[config.mk]
export PLATFORM = sky130hd
export DESIGN_NAME = srt_ram
export DESIGN_NICKNAME = d
export VERILOG_FILES = /design/src/rtl/core/sector_remap_table_macros.svh /design/src/rtl/core/srt_ram.sv
export SDC_FILE = /design/constraint.sdc
export NUM_CORES = 1
export LEC_CHECK = 0
export ABC_AREA = 1
export BUFFER_PORTS_ARGS = -buffer_cell sky130_fd_sc_hd__buf_2
export CORE_ASPECT_RATIO = 0.7
export CORE_MARGIN = 5
export CORE_UTILIZATION = 25
export CTS_CLUSTER_DIAMETER = 120
export DETAILED_ROUTE_END_ITERATION = 10
export SLEW_MARGIN = 20
export SYNTH_ARGS = -nofsm -noshare
export SYNTH_HDL_FRONTEND = slang
export SYNTH_SLANG_ARGS = --single-unit
[constraint.sdc]
create_clock -name clock -period 2.9 [get_ports clock]
set_input_delay 0.87 -clock clock [delete_from_list [all_inputs] [get_ports clock]]
set_output_delay 0.87 -clock clock [all_outputs]
set_load 0.02 [all_outputs]
[src/rtl/core/sector_remap_table_macros.svh]
// Assertion helpers for the RTL of the remap table.
`ifndef SECTOR_REMAP_TABLE_MACROS_SVH
`define SECTOR_REMAP_TABLE_MACROS_SVH

`ifndef SYNTHESIS

// Checked on every rising clock edge outside reset.
`define SRT_ASSERT(label, clk, rst, prop, msg) \
   label: assert property (@(posedge clk) disable iff (rst) prop) else $error(msg);

// Checked on every rising clock edge, reset included.
`define SRT_ASSERT_ALWAYS(label, clk, prop, msg) \
   label: assert property (@(posedge clk) prop) else $error(msg);

`else

`define SRT_ASSERT(label, clk, rst, prop, msg)

`define SRT_ASSERT_ALWAYS(label, clk, prop, msg)

`endif

`endif

[src/rtl/core/srt_ram.sv]
module srt_ram #(
   parameter int WIDTH = 8,
   parameter int DEPTH = 16,
   localparam int ADDR_W = (DEPTH > 1) ? $clog2(DEPTH) : 1
) (
   input  logic              clock,
   input  logic              we,
   input  logic [ADDR_W-1:0] waddr,
   input  logic [WIDTH-1:0]  wdata,
   input  logic [ADDR_W-1:0] raddr,
   output logic [WIDTH-1:0]  rdata
);

   logic [WIDTH-1:0] mem [DEPTH];
   logic [WIDTH-1:0] rdata_ff;

   always_ff @(posedge clock) begin
      if (we) begin
         mem[waddr] <= wdata;
      end
      rdata_ff <= mem[raddr];
   end

   assign rdata = rdata_ff;

endmodule
# Word level (Yosys, flattened, before mapping)
# Memories as Yosys holds them, arrays and structs flattened. A register that Yosys moved wholly into a read port is not among the register bits.
# Index checks and enable logic that the tools add are counted.
# word_totals
reg_bits	0
ramBits	128
in_bits	18
out_inout_bits	8
word_cells	3
memories	1
# classes
mux	2
# memory_table
memory	depth	word_bits	rd	rd_ports_with_merged_regs	wr	line	rtl
mem	16	8	1	1	1	srt_ram.sv:14	logic [WIDTH-1:0] mem [DEPTH];
# op_table
operator	count
two-way mux 1 bit	2

# Logic depth before layout (Yosys ltp)
# Gate-level depths: netlist (run 1).
# logic_depth
depth_word	2
mapped_depth	8

# Worst setup path after synthesis (run 1)
# Ideal clock, no wire load.
# synth_timing
path_kind	in2reg
startpoint	input waddr[2]
endpoint	memory mem[10][0] (enable)
setup_time_ps	370
arrival_ps	1451
required_time_ps	2530
path_slack_ps	1079
cell_stages	2
n_path_buf	0
cell_sequence	nand3b_1 -> nor2_1
# synth_rtl
item	line	rtl
start: declaration	srt_ram.sv:8	input logic [ADDR_W-1:0] waddr,
end: declaration	srt_ram.sv:14	
# No word-level cell before the write port.

# Worst setup path after layout (run 1)
# layout_timing
startpoint	register rdata_ff[5] (netlist: rdata[5]), read port of mem
endpoint	output rdata[5]
# layout_rtl
item	line	rtl
start: declaration	srt_ram.sv:15	logic [WIDTH-1:0] rdata_ff;
end: declaration	srt_ram.sv:11	output logic [WIDTH-1:0] rdata
# No word-level cell between the ends.

==> results.sh, run 1 <==
export IMPL_status="completed"
export IMPL_start_util_pct=25.4
export IMPL_first_pass_iters=5
export IMPL_cap_violations=0
export IMPL_worstHoldPathCells=6
export IMPL_cts_hold_buffers=0
export IMPL_std_cell_rows=46
export IMPL_clk_pin_slew_worst_paths_ns=0.06
export IMPL_max_slew_margin_pct=51.2
export IMPL_drc_errors=0
export IMPL_yosysTopAreaCell="edfxtp_1"
export IMPL_drive_gt1_share_pct=11.4
export IMPL_cts_tree="built"
export IMPL_placed_cells=880
export IMPL_finClkSkew_ns=0.0144
export IMPL_dieArea_um2=26300
export IMPL_drt_initial_drc_count=361
export IMPL_pin_count=26
export IMPL_hold_viol_final=0
export IMPL_path_cells="buf_2"
export IMPL_avgSynthCellArea_um2=10.5
export IMPL_worstPathRequired_ns=2.03
export IMPL_cts_sinks=136
export IMPL_synth_area_leaders="edfxtp_1 67%, nand2_1 11%, nand3_1 8.4%"
export IMPL_stdcell_area_um2=6770
export IMPL_diodes=0
export IMPL_routed_via_density=4.15
export IMPL_regToRegEndpoint="rdata[7]"
export IMPL_rr_worst_depth=6
export IMPL_dpl_cell_area_um2=6250
export IMPL_area_growth_syn_to_layout_pct=17.3
export IMPL_p_per_area_nw_per_um2=651
export IMPL_holdPathEnd="rdata[2]"
export IMPL_grtUsageTotal_pct=11.2
export IMPL_portBuffers=25
export IMPL_dp_hpwl_mm=8.54
export IMPL_final_common_cell="nand2_1"
export IMPL_gp_congestion=0.790
export IMPL_clock_latency_ns=0.42
export IMPL_finalSetupViolations=0
export IMPL_grt_max_degree=65
export IMPL_clk_root_buffer_cell="clkbuf_16"
export IMPL_cts_buffers=17
export IMPL_worst_path_largest_cell_delay_ns=0.42
export IMPL_critPathTopFamily="flip-flops"
export IMPL_worstHoldStart="mem[12][2]"
export IMPL_overflow=0
export IMPL_crit_cells=1
export IMPL_rrSetupSlack_ns=1.93
export IMPL_fmax_mhz=522
export IMPL_synth_seq_cells=136
export IMPL_hold_path_class="flip-flop to flip-flop"
export IMPL_synth_nets=569
export IMPL_fill_cells=2367
export IMPL_nNetsFinal=605
export IMPL_yosysSeqAreaShare_pct=69.4
export IMPL_netlist_area_um2=5770
export IMPL_wl_mm=13.9
export IMPL_final_period_utilization_pct=66.0
export IMPL_cp_slowest_cell="dfxtp_1"
export IMPL_instances_no_fill=911
export IMPL_setup_tns_ns=0
export IMPL_grt_setup_unrepaired="false"
export IMPL_cts_resized_gates=0
export IMPL_worstSetupEndpointType="primary output"
export IMPL_finalMaxSlewViolations=0
export IMPL_reg2reg_from="mem[2][7]"
export IMPL_crit_buf_inv=1
export IMPL_antenna_found_initial=0
export IMPL_synth_cell_types=12
export IMPL_die_y_um=137
export IMPL_vias=3778
export IMPL_grt_pass1_wl_mm=21.6
export IMPL_tightestPinTransition_ns=0.729
export IMPL_ys_warn_count=0
export IMPL_crit_arrival_ns=1.04
export IMPL_fin_crit_ns=1.91
export IMPL_cts_buffer_depth=2
export IMPL_wl_per_cell_um=15.3
export IMPL_ir_drop_mv=0.464
export IMPL_p_leak_uw=0.00286
export IMPL_antenna_left=0
export IMPL_synth_top_area_share_pct=66.7
export IMPL_startpoint_type="flip-flop"
export IMPL_core_area_um2=22700
export IMPL_cts_setup_buffers=0
export IMPL_die_w_um=192
export IMPL_grt_pass1_vias=3647
export IMPL_htree_num_levels=4
export IMPL_most_common_layout_cells="173 x nand2_1, 128 x edfxtp_1, 100 x inv_1, 97 x nand3_1, 25 x buf_2"
export IMPL_cp_max_fo=1
export IMPL_critical_path_class="flip-flop to primary output"
export IMPL_final_util_pct=29.8
export IMPL_synthCells=551
## synth_stat cells
master,count
dfxtp_1,8
nor2_1,17
inv_1,100
buf_4,4
buf_2,13
edfxtp_1,128
buf_6,6
nand3b_1,2
nand2_1,173
nand3_1,97
inv_2,2
buf_1,1
## worst max-delay path by stage
| stage | end | slack, ns | start |
|---|---|---|---|
| detailed placement | mem[10][6] | 0.73 | waddr[2] |
| floorplan | mem[10][0] | 1.08 | waddr[2] |
| global route | rdata[5] | 0.94 | rdata[5] |
| CTS | rdata[5] | 0.99 | rdata[5] |
| finish | rdata[5] | 0.99 | rdata[5] |
| global placement | mem[10][6] | 0.76 | waddr[2] |
## through the flow
step | hold WS (ns) | worst slack [ns] | total power, uW
2_1_floorplan | 0.607 | 1.08 | 2420
3_3_place_gp | 0.653 | 0.760 | 2540
3_5_place_dp | 0.661 | 0.726 | 2540
4_1_cts | 0.673 | 0.988 | 4430
5_1_grt | 0.737 | 0.944 | 4580
6_report | 0.661 | 0.986 | 4400
## sequential cells by signal (all words and copies together), names as in the netlist
| name | cells |
|---|---|
| mem | 128 |
| rdata | 8 |
## routing by layer
layer / GRT usage, % / share of wire, % / vias up
li1: - / - / 1847
met1: 16.0 / 48 / 1811
met3: 3.42 / 6.3 / 9
met2: 16.2 / 44 / 111
met4: 3.39 / 1.2 / 0
met5: 0 / 0 / -
## final cells by class
cell class	count	area, um^2	area share (%)
flip-flops and latches	136	4000	59.2
multi-input cells	289	1210	17.9
clock buffers	18	429	6.34
well taps	312	390	5.77
inverters	102	383	5.66
repair buffers	41	258	3.81
clock inverters	13	88.8	1.31
## cells by family (layout without fill, tap and decap cells)
kind of cell | after synthesis | after routing | synth area share [%]
AND/OR/NAND/NOR | 289 | 289 | 21.0
flip-flops | 136 | 136 | 69.4
buffers and inverters | 126 | 174 | 9.52
## where the power goes
| group | internal (uW) | switching [uW] | total (uW) |
|---|---|---|---|
| registers | 2200 | 20.9 | 2220 |
| clock network | 1150 | 762 | 1910 |
| logic | 76.0 | 200 | 276 |
Note: power is estimated with default switching activity, not from simulation.
==> run 2: changes to the inputs <==
==> constraint.sdc (replaced) <==
create_clock -name clock -period 1.8 [get_ports clock]
set_input_delay 0.54 -clock clock [delete_from_list [all_inputs] [get_ports clock]]
set_output_delay 0.54 -clock clock [all_outputs]
set_load 0.02 [all_outputs]
==> run 2 against run 1 <==
Net effect:
- worst setup slack worse by 0.77 ns
- via count is 0.69% higher
- worst hold slack worse by 0.14 ns
- power increased by 70%
- wire length down 1.7%
- die area is the same
- sequential cell count unchanged
- global-route usage fell by 0.065 points
- largest cell class unchanged
- largest power group unchanged
==> results.sh, run 2 (same netlist as run 1, synthesis figures left out) <==
export IMPL_status="completed"
export IMPL_final_common_cell="nand2_1"
export IMPL_wl_per_cell_um=14.8
export IMPL_diodes=0
export IMPL_ir_drop_mv=0.619
export IMPL_vias=3804
export IMPL_finalMaxSlewViolations=0
export IMPL_p_per_area_nw_per_um2=1080
export IMPL_cts_setup_buffers=0
export IMPL_instances_no_fill=923
export IMPL_htree_num_levels=4
export IMPL_worstSetupEndpointType="primary output"
export IMPL_gp_congestion=0.756
export IMPL_core_area_um2=22700
export IMPL_std_cell_rows=46
export IMPL_worstPathRequired_ns=1.26
export IMPL_fin_crit_ns=1.59
export IMPL_finClkSkew_ns=0.0165
export IMPL_cts_sinks=136
export IMPL_worst_path_largest_cell_delay_ns=0.42
export IMPL_path_cells="buf_2"
export IMPL_pwr_share_clk_pct=46.2
export IMPL_cts_buffers=17
export IMPL_portBuffers=25
export IMPL_drc_errors=0
export IMPL_fill_cells=2346
export IMPL_cp_slowest_cell="dfxtp_1"
export IMPL_area_growth_syn_to_layout_pct=20.6
export IMPL_pwr_share_seq_pct=47.6
export IMPL_drive_gt1_share_pct=12.9
export IMPL_grt_use_met1_pct=16.0
export IMPL_cts_tree="built"
export IMPL_holdWs_ns=0.521
export IMPL_max_slew_margin_pct=74.4
export IMPL_first_pass_iters=6
export IMPL_grtUsageTotal_pct=11.1
export IMPL_switching_share_pct=21.1
export IMPL_hold_path_class="primary input to flip-flop"
export IMPL_startpoint_type="flip-flop"
export IMPL_power_switching_uw=1580
export IMPL_cp_max_fo=1
export IMPL_use_met3_pct=3.49
export IMPL_busiest_layer="met2"
export IMPL_clk_root_buffer_cell="clkbuf_16"
export IMPL_largest_register_ff_count=128
export IMPL_critical_path_class="flip-flop to primary output"
export IMPL_antenna_found_initial=0
export IMPL_intPower_uw=5910
export IMPL_cts_buffer_depth=2
export IMPL_total_power_uw=7490
export IMPL_combPwrFrac_pct=6.1
export IMPL_grt_pass1_vias=3672
export IMPL_die_w_um=192
export IMPL_critPathTopFamily="flip-flops"
export IMPL_regMostFlops="mem"
export IMPL_nNetsFinal=616
export IMPL_clock_latency_ns=0.42
export IMPL_hold_viol_final=0
export IMPL_tightestPinTransition_ns=0.384
export IMPL_drt_initial_drc_count=318
export IMPL_grt_use_met2_pct=16.1
export IMPL_crit_arrival_ns=1.05
export IMPL_cts_resized_gates=0
export IMPL_setup_tns_ns=0
export IMPL_fmax_mhz=630
export IMPL_dp_hpwl_mm=8.23
export IMPL_grt_setup_unrepaired="false"
export IMPL_grt_max_degree=65
export IMPL_most_common_layout_cells="173 x nand2_1, 128 x edfxtp_1, 100 x inv_1, 97 x nand3_1, 25 x buf_2"
export IMPL_placed_cells=891
export IMPL_die_y_um=137
export IMPL_overflow=0
export IMPL_routed_via_density=4.12
export IMPL_final_util_pct=30.7
export IMPL_antenna_left=0
export IMPL_cap_violations=0
export IMPL_cts_hold_buffers=0
export IMPL_start_util_pct=25.4
export IMPL_finalSetupViolations=0
export IMPL_p_leak_uw=0.00296
export IMPL_grt_pass1_wl_mm=21.5
export IMPL_pin_count=26
export IMPL_clk_pin_slew_worst_paths_ns=0.06
export IMPL_wl_mm=13.7
export IMPL_crit_buf_inv=1
export IMPL_dieArea_um2=26300
export IMPL_final_period_utilization_pct=88.2
-- run 2: cell types whose count changed in the layout (fill, tap and decap cells not counted) --
cell / change
clkbuf_1: +6
clkbuf_8: +5
clkinv_2: -4
clkinvlp_4: -2
buf_12: +3
buf_4: +8
clkinv_1: -5
bufinv_16: +1
-- run 2: power groups by stage --
stage	combinational (uW)	clock, uW	sequential [uW]
6_report	460	3460	3570
2_1_floorplan	250	0	3650
4_1_cts	467	3510	3570
5_1_grt	520	3680	3580
3_3_place_gp	458	0	3640
3_5_place_dp	464	0	3640
-- run 2: final timing paths --
path | start | end | slack, ns | cells after the start
hold reg to reg | mem[10][6] | rdata[6] | 0.65 | 6
hold / removal | wdata[1] | mem[4][1] | 0.52 | 1
setup reg to reg | mem[11][2] | rdata[2] | 0.82 | 6
setup / recovery | rdata[5] | rdata[5] | 0.21 | 1
-- run 2: final cells by class --
cell class	instances	area [um^2]	area share, %
Clock inverter	3	65.1	0.936
Inverter	102	383	5.51
Multi-Input combinational cell	289	1210	17.5
Clock buffer	29	520	7.48
Tap cell	312	390	5.61
Sequential cell	136	4000	57.6
Timing Repair Buffer	52	378	5.43
-- run 2: routing by layer --
metal | part of all wire, % | up-vias | wire length, um
met5 | 0 | - | 0
met4 | 1.0 | 0 | 142
met3 | 6.2 | 12 | 842
met2 | 44 | 101 | 6030
met1 | 49 | 1824 | 6650
li1 | - | 1867 | -
-- run 2: metrics by stage --
stage | instance area [um^2] | worst slack, ns
2_1_floorplan | 5770 | 0.309
3_3_place_gp | 6370 | 0.254
3_5_place_dp | 6370 | 0.238
4_1_cts | 6950 | 0.195
5_1_grt | 6950 | 0.134
6_report | 6950 | 0.213
